`config.mk`:
```
export PLATFORM = sky130hd
export DESIGN_NAME = led_matrix_pwm_scanner
export DESIGN_NICKNAME = d
export VERILOG_FILES = /design/src/hw/rtl/lmps_pkg.sv /design/src/hw/rtl/lmps_table.sv /design/src/hw/rtl/lmps_scan.sv /design/src/hw/rtl/led_matrix_pwm_scanner.sv
export VERILOG_INCLUDE_DIRS = /design/src /design/src/hw/rtl
export SDC_FILE = /design/constraint.sdc
export NUM_CORES = 1
export LEC_CHECK = 0
export BUFFER_PORTS_ARGS = -buffer_cell sky130_fd_sc_hd__buf_2
export CAP_MARGIN = 20
export CELL_PAD_IN_SITES_DETAIL_PLACEMENT = 1
export CELL_PAD_IN_SITES_GLOBAL_PLACEMENT = 1
export CORE_AREA = 2 2 189 191
export CTS_BUF_LIST = sky130_fd_sc_hd__clkbuf_2 sky130_fd_sc_hd__clkbuf_4 sky130_fd_sc_hd__clkbuf_8
export DETAILED_ROUTE_END_ITERATION = 7
export DIE_AREA = 0 0 191 193
export GPL_ROUTABILITY_DRIVEN = 1
export PLACE_DENSITY = 0.81
export SLEW_MARGIN = 5
export SYNTH_ARGS = -nofsm -noshare
export SYNTH_HDL_FRONTEND = slang
export SYNTH_HIERARCHICAL = 1
export SYNTH_SLANG_ARGS = --single-unit
```
`constraint.sdc`:
```
create_clock -name clk -period 6.6 [get_ports clk]
set_input_delay 0.66 -clock clk [delete_from_list [all_inputs] [get_ports clk]]
set_output_delay 0.66 -clock clk [all_outputs]
set_load 0.02 [all_outputs]
```
`src/hw/rtl/assert_macros.svh`:
```
// Assertion macros shared by the RTL modules of the LED matrix scanner.
`ifndef ASSERT_MACROS_SVH
`define ASSERT_MACROS_SVH

// Checked at every clock edge outside reset.
`define ASSERT_ON(label, prop, msg) \
  label: assert property (@(posedge clk) disable iff (rst) (prop)) else $error(msg);

// Checked at every clock edge, reset included.
`define ASSERT_ALWAYS(label, prop, msg) \
  label: assert property (@(posedge clk) (prop)) else $error(msg);

`endif

```
`src/hw/rtl/lmps_pkg.sv`:
```
// Shared constants and types of the LED matrix PWM scanner.
package lmps_pkg;

  localparam int ROW_COUNT    = 5;
  localparam int COLUMN_COUNT = 5;

  // Fixed widths of the item fields.
  localparam int DRIVE_W = 5;
  localparam int INDEX_W = 3;
  localparam int BYTE_W  = 8;

  // Rows that can show on the 5-bit row port.
  localparam int LIT_ROWS = (ROW_COUNT < DRIVE_W) ? ROW_COUNT : DRIVE_W;

  localparam int ROW_W = (ROW_COUNT > 1) ? $clog2(ROW_COUNT) : 1;
  localparam int COL_W = (COLUMN_COUNT > 1) ? $clog2(COLUMN_COUNT) : 1;

  // Configuration port.
  localparam int CFG_IDX_W  = 2;
  localparam int CFG_DATA_W = 16;
  localparam logic [CFG_IDX_W-1:0] REG_PWM_STEPS   = 2'd0;
  localparam logic [CFG_IDX_W-1:0] REG_HOLD_TICKS  = 2'd1;
  localparam logic [CFG_IDX_W-1:0] REG_BLANK_TICKS = 2'd2;

  // One column of brightness bytes, one lane per row.
  typedef logic [ROW_COUNT-1:0][BYTE_W-1:0] col_bytes_t;
  typedef logic [ROW_COUNT-1:0]             row_mask_t;

  // What the sequencer shows for one tick.
  typedef struct packed {
    logic              on;
    logic [COL_W-1:0]  col;
    logic [BYTE_W-1:0] step;
  } scan_view_t;

endpackage

```
`src/hw/rtl/lmps_table.sv`:
```
// Brightness memory: one word per column with a byte lane per row, plus write pointer.
`include "assert_macros.svh"

module lmps_table (
  input  logic                      clk,
  input  logic                      rst,
  input  logic                      wr_en,
  input  logic [lmps_pkg::BYTE_W-1:0] wr_data,
  input  logic                      rd_en,
  input  logic [lmps_pkg::COL_W-1:0] rd_col,
  output lmps_pkg::col_bytes_t      rd_data,
  output lmps_pkg::row_mask_t       rd_vld
);

  lmps_pkg::col_bytes_t mem [lmps_pkg::COLUMN_COUNT];
  logic [lmps_pkg::COLUMN_COUNT-1:0][lmps_pkg::ROW_COUNT-1:0] vld;

  // Write pointer split into row and column, row-major order.
  logic [lmps_pkg::ROW_W-1:0] wr_row;
  logic [lmps_pkg::COL_W-1:0] wr_col;
  logic                       col_last;
  logic                       row_last;

  assign col_last = (wr_col == lmps_pkg::COL_W'(lmps_pkg::COLUMN_COUNT - 1));
  assign row_last = (wr_row == lmps_pkg::ROW_W'(lmps_pkg::ROW_COUNT - 1));

  always_ff @(posedge clk) begin
    if (rst) begin
      wr_row <= '0;
      wr_col <= '0;
    end else if (wr_en) begin
      if (col_last) begin
        wr_col <= '0;
        wr_row <= row_last ? '0 : wr_row + lmps_pkg::ROW_W'(1);
      end else begin
        wr_col <= wr_col + lmps_pkg::COL_W'(1);
      end
    end
  end

  // Per-entry valid bits stand in for the cleared table after reset.
  always_ff @(posedge clk) begin
    if (rst) begin
      vld <= '0;
    end else if (wr_en) begin
      vld[wr_col][wr_row] <= 1'b1;
    end
  end

  // Byte-lane write.
  always_ff @(posedge clk) begin
    if (wr_en) begin
      mem[wr_col][wr_row] <= wr_data;
    end
  end

  // Registered column read.
  always_ff @(posedge clk) begin
    if (rd_en) begin
      rd_data <= mem[rd_col];
      rd_vld  <= vld[rd_col];
    end
  end

  `ASSERT_ON(a_wr_sets_valid, wr_en |=> vld[$past(wr_col)][$past(wr_row)], "written entry not valid")

endmodule

```
`src/hw/rtl/lmps_scan.sv`:
```
// Scan sequencer: configuration registers, PWM/hold/blank phases and column stepping.
`include "assert_macros.svh"

module lmps_scan (
  input  logic                            clk,
  input  logic                            rst,
  input  logic                            cfg_write,
  input  logic [lmps_pkg::CFG_IDX_W-1:0]  cfg_index,
  input  logic [lmps_pkg::CFG_DATA_W-1:0] cfg_data,
  input  logic                            tick,
  output lmps_pkg::scan_view_t            view
);

  typedef enum logic [2:0] {
    PH_PWM   = 3'b001,
    PH_HOLD  = 3'b010,
    PH_BLANK = 3'b100
  } phase_t;

  logic [lmps_pkg::BYTE_W-1:0] pwm_steps;
  logic [15:0]                 hold_ticks;
  logic [15:0]                 blank_ticks;

  phase_t                      phase, phase_next;
  logic [lmps_pkg::COL_W-1:0]  col, col_next;
  logic [lmps_pkg::BYTE_W-1:0] pwm_step, pwm_step_next;
  logic [15:0]                 phase_ticks, phase_ticks_next;

  logic [lmps_pkg::BYTE_W-1:0] steps_eff;

  // Configuration writes; unknown indexes are ignored.
  always_ff @(posedge clk) begin
    if (rst) begin
      pwm_steps   <= 8'd12;
      hold_ticks  <= 16'd1;
      blank_ticks <= 16'd1;
    end else if (cfg_write) begin
      case (cfg_index)
        lmps_pkg::REG_PWM_STEPS:   pwm_steps   <= cfg_data[lmps_pkg::BYTE_W-1:0];
        lmps_pkg::REG_HOLD_TICKS:  hold_ticks  <= cfg_data;
        lmps_pkg::REG_BLANK_TICKS: blank_ticks <= cfg_data;
        default: ;
      endcase
    end
  end

  // Zero steps behaves as one.
  assign steps_eff = (pwm_steps == '0) ? lmps_pkg::BYTE_W'(1) : pwm_steps;

  // Phase transitions that fire on entry to a tick, then the tick itself.
  always_comb begin
    phase_t                      ph;
    logic [lmps_pkg::COL_W-1:0]  c;
    logic [lmps_pkg::BYTE_W-1:0] ps;
    logic [15:0]                 pt;

    case (phase)
      PH_PWM, PH_HOLD, PH_BLANK: ph = phase;
      default:                   ph = PH_PWM;
    endcase
    c  = (int'(col) >= lmps_pkg::COLUMN_COUNT) ? '0 : col;
    ps = pwm_step;
    pt = phase_ticks;

    if (ph == PH_PWM && ps >= steps_eff) begin
      ph = PH_HOLD;
      pt = '0;
    end
    if (ph == PH_HOLD && pt >= hold_ticks) begin
      ph = PH_BLANK;
      pt = '0;
    end
    if (ph == PH_BLANK && pt >= blank_ticks) begin
      c  = (c == lmps_pkg::COL_W'(lmps_pkg::COLUMN_COUNT - 1)) ? '0
                                                               : c + lmps_pkg::COL_W'(1);
      ph = PH_PWM;
      ps = '0;
      pt = '0;
    end

    view.col = c;
    case (ph)
      PH_PWM: begin
        view.on   = 1'b1;
        view.step = ps;
        ps        = ps + lmps_pkg::BYTE_W'(1);
      end
      PH_HOLD: begin
        // Hold shows the last displayed step.
        view.on   = 1'b1;
        view.step = ps - lmps_pkg::BYTE_W'(1);
        pt        = pt + 16'd1;
      end
      default: begin
        view.on   = 1'b0;
        view.step = '0;
        pt        = pt + 16'd1;
      end
    endcase

    phase_next       = ph;
    col_next         = c;
    pwm_step_next    = ps;
    phase_ticks_next = pt;
  end

  always_ff @(posedge clk) begin
    if (rst) begin
      phase       <= PH_PWM;
      col         <= '0;
      pwm_step    <= '0;
      phase_ticks <= '0;
    end else if (tick) begin
      phase       <= phase_next;
      col         <= col_next;
      pwm_step    <= pwm_step_next;
      phase_ticks <= phase_ticks_next;
    end
  end

  `ASSERT_ON(a_new_column, tick && (col_next != col) |-> (phase_next == PH_PWM) && (pwm_step_next == lmps_pkg::BYTE_W'(1)), "column change must start PWM at step 0")

endmodule

```
`src/hw/rtl/led_matrix_pwm_scanner.sv`:
```
// Top level of the LED matrix PWM scanner: handshakes, output stage and row compare.
//
//  channel  | handshake            | payload
//  ---------+----------------------+-----------------------------------------
//  in       | in_valid / in_stall  | kind, data_byte
//  out      | out_valid / out_stall| column_drive, row_drive, column_index
//  cfg      | cfg_write            | cfg_index, cfg_data
//
// One item per cycle, unless a tick is held by a waiting result. A tick reads its
// column from the brightness memory in the cycle it is taken; its result is in the
// output register in the cycle after. Byte items write one memory lane and give no
// result. On reset, valid bits clear the table and the scan restarts at column 0.
// A waiting result stalls ticks only; bytes keep flowing into the table.
`include "assert_macros.svh"

module led_matrix_pwm_scanner (
  input  logic                             clk,
  input  logic                             rst,
  input  logic                             in_valid,
  output logic                             in_stall,
  input  logic                             kind,
  input  logic [lmps_pkg::BYTE_W-1:0]      data_byte,
  output logic                             out_valid,
  input  logic                             out_stall,
  output logic [lmps_pkg::DRIVE_W-1:0]     column_drive,
  output logic [lmps_pkg::DRIVE_W-1:0]     row_drive,
  output logic [lmps_pkg::INDEX_W-1:0]     column_index,
  input  logic                             cfg_write,
  input  logic [lmps_pkg::CFG_IDX_W-1:0]   cfg_index,
  input  logic [lmps_pkg::CFG_DATA_W-1:0]  cfg_data
);

  logic                 tick_acc;
  logic                 byte_acc;
  lmps_pkg::scan_view_t view;
  lmps_pkg::scan_view_t out_q;
  lmps_pkg::col_bytes_t rd_data;
  lmps_pkg::row_mask_t  rd_vld;
  logic                 out_valid_next;

  // Only a tick needs the output register.
  assign in_stall = out_valid && out_stall && kind;
  assign tick_acc = in_valid && !in_stall && kind;
  assign byte_acc = in_valid && !in_stall && !kind;

  lmps_scan u_scan (
    .clk       (clk),
    .rst       (rst),
    .cfg_write (cfg_write),
    .cfg_index (cfg_index),
    .cfg_data  (cfg_data),
    .tick      (tick_acc),
    .view      (view)
  );

  lmps_table u_table (
    .clk     (clk),
    .rst     (rst),
    .wr_en   (byte_acc),
    .wr_data (data_byte),
    .rd_en   (tick_acc),
    .rd_col  (view.col),
    .rd_data (rd_data),
    .rd_vld  (rd_vld)
  );

  // Output stage.
  assign out_valid_next = tick_acc || (out_valid && out_stall);

  always_ff @(posedge clk) begin
    if (rst) begin
      out_valid <= 1'b0;
    end else begin
      out_valid <= out_valid_next;
    end
  end

  always_ff @(posedge clk) begin
    if (tick_acc) begin
      out_q <= view;
    end
  end

  // Column one-hot, rows lit where the step is below the brightness.
  always_comb begin
    column_drive = '0;
    row_drive    = '1;
    for (int i = 0; i < lmps_pkg::DRIVE_W; i++) begin
      if (i < lmps_pkg::COLUMN_COUNT && out_q.on && out_q.col == lmps_pkg::COL_W'(i)) begin
        column_drive[i] = 1'b1;
      end
    end
    for (int r = 0; r < lmps_pkg::LIT_ROWS; r++) begin
      if (out_q.on && rd_vld[r] && out_q.step < rd_data[r]) begin
        row_drive[r] = 1'b0;
      end
    end
  end

  assign column_index = lmps_pkg::INDEX_W'(out_q.col);

  `ASSERT_ON(a_blank_dark, out_valid && !out_q.on |-> (row_drive == '1) && (column_drive == '0), "blanking must drive nothing")
  `ASSERT_ON(a_byte_keeps_result, byte_acc && out_valid |=> $stable(row_drive) && $stable(column_drive), "byte write disturbed a pending result")

endmodule
```
* After elaboration in Yosys (flattened, before gate mapping)
Memory sizes are Yosys's and may differ from the RTL's. A register that Yosys moved wholly into a read port is not among the register bits.
Index checks and enable logic that the tools add are counted.
** Storage, ports and cells
- Register bits :: 119
- Bits in writable memories :: 200
- Input bits :: 32
- Output and inout port bits :: 15
- Memories :: 1
** Memories
- u_table.mem :: depth 5, bits a word 40, read ports 1, clocked after Yosys merged registers in 1, write ports 1, RTL line lmps_table.sv:15 : lmps_pkg::col_bytes_t mem [lmps_pkg::COLUMN_COUNT];
** Cells by class
- Add/sub/neg operators :: 6
- Order comparisons :: 14
- Equality and inequality tests :: 17
- Muxes and demuxes :: 38
- Bitwise logic cells :: 1
- Reduce and logical (&&, ||, !) cells :: 37
** Operators by type and width (count)
- $mux 16 :: 4
- $lt 8x8->1 :: 5
- $mux 40 :: 1
- $ge 16x16->1 :: 2
- $mux 8 :: 4
- $mux 3 :: 9
- $logic_and 1x1->1 :: 25
- $or 25x25->25 :: 1
- $demux 8 s3 :: 1
- $eq 3x3->1 const B :: 6
- $add 16x1->16 const B :: 1
- $pmux 8 s2 :: 1
- $bmux 5 s3 :: 1
- $demux 5 s3 :: 1
- $eq 3x2->1 const B :: 5
- $mux 1 :: 13
- $eq 3x1->1 const B :: 4
- $lt 3x4->1 const B :: 3
- $mux 5 :: 2
- $add 3x1->3 const B :: 3
- $add 8x1->8 const B :: 1
- $ge 8x8->1 :: 1
- $logic_not 8->1 :: 1
- $reduce_and 2->1 :: 4
- other kinds (12) :: 14

* Logic depth before layout (Yosys ltp)
- Depth in word-level cells :: 15
- Gate-level depth with buffers :: 34
- Gate-level depth less buffers :: 30

* Modules after synthesis
The synthesis kept the hierarchy.
** By module, submodules not included
- lmps_table :: instances 1, cells each 533, area an instance 10387.5 sq um, seq. area each 7977.7 sq um
- lmps_scan :: instances 1, cells each 648, area an instance 4750.8 sq um, seq. area each 1401.3 sq um
- led_matrix_pwm_scanner :: instances 1, cells each 150, area an instance 1416.4 sq um, seq. area each 380.4 sq um

* Least setup slack after synthesis
OpenSTA, ideal clock, no wires.
- Path kind :: register to register
- Start :: reg u_scan/pwm_steps[4] in the netlist's numbering
- End :: reg u_table/rd_data[34] in the netlist's numbering, read port of u_table.mem, data pin
- Arrival :: 6.241 ns
- Path slack :: 0.099 ns
- Stages on the path, launching flop included :: 32
- Clock period less this slack :: 6.501 ns
- Cell sequence :: dfxtp_1 -> nor4_1 -> a41o_1 -> ha_1 -> o21ai_0 -> a221o_1 -> a21o_1 -> clkbuf_1 -> nand2_1 -> ha_1 -> nand2b_1 -> a221o_1 -> a31oi_1 -> o22ai_1 -> or2_1 -> buf_6 -> clkbuf_1 -> nor2_1 -> ha_1 -> a211o_1 -> a21oi_1 -> a221oi_1 -> a221oi_2 -> nor3_1 -> a21boi_4 -> buf_4 -> xnor2_1 -> o21ai_1 -> buf_6 -> buf_12 -> mux4_2 -> mux2_2
** RTL lines
- from (decl) :: RTL line lmps_scan.sv:20 : logic [lmps_pkg::BYTE_W-1:0] pwm_steps;
- from (signal assigned) :: RTL line lmps_scan.sv:39 : lmps_pkg::REG_PWM_STEPS: pwm_steps <= cfg_data[lmps_pkg::BYTE_W-1:0];
- to (decl) :: RTL line lmps_table.sv:11 : output lmps_pkg::col_bytes_t rd_data,

==> metrics.txt <==
mean cell area of the mapped netlist=12.4 um^2; Pins Over Slew Limit=0; # rows=69; GRT overflow=0; crit path max-delay cell type=mux4_2; failing checks=setup timing; Synth area leaders=edfxtp_1 (47%), dfxtp_1 (12%), ha_1 (6.3%); largest net degree at the start of global routing=91; EDFF count, synth=257; CP peak stage delay=~0.49 ns; status=finished with violations; number of max-cap violations=0; post-detailed-route count of antenna-violating nets=0; Post-Synthesis Cells=1331; GR peak layer=met2; DP Cell Count=around 1800; Die H=193 um; worst slew pin tran=1.05 ns; period utilisation layout=1.02; ys flop type=edfxtp_1; hold_ws=0.261 ns; met1 usage=0.301; Clock Pin Slew Worst Setup and Hold Paths=0.06 ns; port bufs=46; crit-path max FO=7; Via density=5.94; vias in the first global route=12483; XOR/XNOR Fraction of Synth Area=0.00363; largest family of logic cells by synthesized area=simple AND/OR/NAND/NOR gates; vias=between 10000 and 15000; PwrDens=247 mW/mm^2; Critical Path Most Common Cell=buf_4; Core Area=0.0350 mm^2; WP data required=6.99 ns; first-pass GRT wire length=70400 um; area grow syn2layout=18.2%; Leak=7.13 nW; final worst setup slack=-0.102 ns; CP endpoint kind=flop; GRT Util Overall=0.253; CTS Buf Count=59; final instance area=0.0196 mm^2; Fmax=149 MHz; adder and majority gate portion of the synthesized area=0.0634; Die Wd=191 um; Sink Count=359; Synth top area share=0.466; Compound-Gate Fraction of Synth Area=0.0898; Initial DRC Count=roughly 900; fin crit period=6.70 ns; Layout Cells excl Fill=around 2000; IO Pins=47; Pwr Total=4.82 mW; Synth Cell Area=0.0166 mm^2; Mapped Nets=1446; die area=~0.037 mm^2; share of layout cells above drive strength 1=0.266; WL/cell=24.1 um; sequential fraction of the synthesis area=0.590; root buf cell=clkbuf_8; drt drc=0; Fin Clk Skew=0.0212 ns; Worst Setup Path Type=flop to flop; multiplexer share of the synthesized area=0.0930; Max clock buf depth=3; Routed WL=approximately 48000 um; CTS tree=built; htree depth=2; Initial Utilization=0.473; Final Setup Violations=41; Nets=1583; Synth async-reset ratio=0; maximum VDD drop=0.320 mV; GR Layer Usage met3=0.0530; RSZ-0062 raised after global routing=true; Distinct cells, synth=77; final hold viol count=0; Synthesis Warnings=6; crit-path leading delay family=compound AO/OA/AOI/OAI gates; hold-fix buffers at CTS=0; Critical path buffers and inverters=7; Util after Layout=0.559; initial antenna violation count=0; Worst Setup Start Kind=flop; most frequent cell after synthesis=edfxtp_1; worst hold path class=primary input to flop; GR Util met2=0.444; Initial DRT Pass Iterations=5; Rel. slew slack=0.297; n_diodes=0; DP Area=0.0176 mm^2; Final Wtd Congestion=just under 0.8; Synth Area in Simple Gates=0.116; Post-DP HPWL=29000 um; Worst-Skew Late Latency=0.66 ns; crit path DAT=7.09 ns; Commonest cells post-synth=edfxtp_1 (257), nand2_1 (130), inv_1 (103); cell taking the most area after synthesis=edfxtp_1; Yosys reg bits=between 300 and 400
-- state kept, by name, indices dropped and copies added (netlist names) --
signal	count
u_table/mem	200
u_table/rd_data	40
u_table/vld	25
u_scan/blank_ticks	16
u_scan/hold_ticks	16
u_scan/phase_ticks	16
out_q	9
u_scan/pwm_step	8
u_scan/pwm_steps	8
u_table/rd_vld	5
column_index	3
u_scan/col	3
u_scan/phase	3
u_table/wr_col	3
u_table/wr_row	3
out_valid	1
-- worst paths after layout --
path	startpoint	end	slack, ns	cells after the start
max	u_scan/pwm_steps[4]	u_table/rd_data[33]	-0.10	32
min	cfg_data[11]	u_scan/hold_ticks[11]	0.26	3
max reg2reg	u_scan/pwm_steps[4]	u_table/rd_data[33]	-0.10	32
min reg2reg	u_scan/hold_ticks[11]	u_scan/hold_ticks[11]	0.46	2
-- report_power, final --
part	internal [mW]	switching (mW)
combinational	0.124	0.197
clock	1.10	0.926
sequential	2.45	0.0265
-- cells in the final DEF, fill, tap and decap left out, types with 10 or more instances in the layout --
cell type  count
clkbuf_4      19
mux2_4        19
and2_1        20
dfxtp_1       97
inv_1        101
a21oi_1       89
clkinv_1      11
nor3_1        20
nor2_1        90
nand4_1       18
nand3_1       15
ha_1          70
o21ai_0       37
buf_2         46
clkbuf_8      62
nand2_1      126
mux2i_1       16
buf_4         69
a31oi_1       11
ha_4          10
mux4_2        40
edfxtp_1     257
mux2_2        21
-- worst min-delay path, delay by kind of cell --
kind	cells	cell delay, ns
compound gates	1	0.05
buf+inv	1	0.11
simple gates	1	0.05
-- area by class of cell --
class | count | area (um^2)
Fill cell | 3539 | 15400
Sequential cell | 359 | 9770
Multi-Input combinational cell | 808 | 6520
Timing Repair Buffer | 136 | 1100
Clock buffer | 81 | 996
Tap cell | 461 | 577
Inverter | 104 | 390
Clock inverter | 26 | 216
-- per-layer routing --
layer | share of wire | up-vias
li1 | - | 5178
met1 | 0.39 | 5900
met2 | 0.50 | 490
met3 | 0.062 | 160
met4 | 0.043 | 0
met5 | 0 | -
-- per-stage QoR --
| step | setup WS [ns] | setup TNS (ns) |
|---|---|---|
| after floorplan | 0.0992 | 0 |
| after global placement | -0.161 | -5.44 |
| after detailed placement | -0.435 | -17.08 |
| after CTS | 0.000978 | 0 |
| after global routing | -0.391 | -16.31 |
| final | -0.102 | -2.13 |
-- logic make-up (layout without fill, tap and decap cells) --
| kind of cell | Yosys count | after routing |
|---|---|---|
| AND/OR/NAND/NOR | 387 | 387 |
| flip-flops | 359 | 359 |
| AO/OA/AOI/OAI | 232 | 233 |
| buffers and inverters | 165 | 347 |
| multiplexers | 98 | 98 |
| adder cells (fa/ha/maj) | 84 | 84 |
| XOR/XNOR | 6 | 6 |
-- timing repair --
action / in CTS / in global routing
buffers inserted: 13 / 18
pin swaps: 21 / 32
setup endpoints to repair: 52 / 54
gates resized for setup: 44 / 70
gates cloned: 3 / 1
Note: power is estimated with default switching activity, not from simulation.
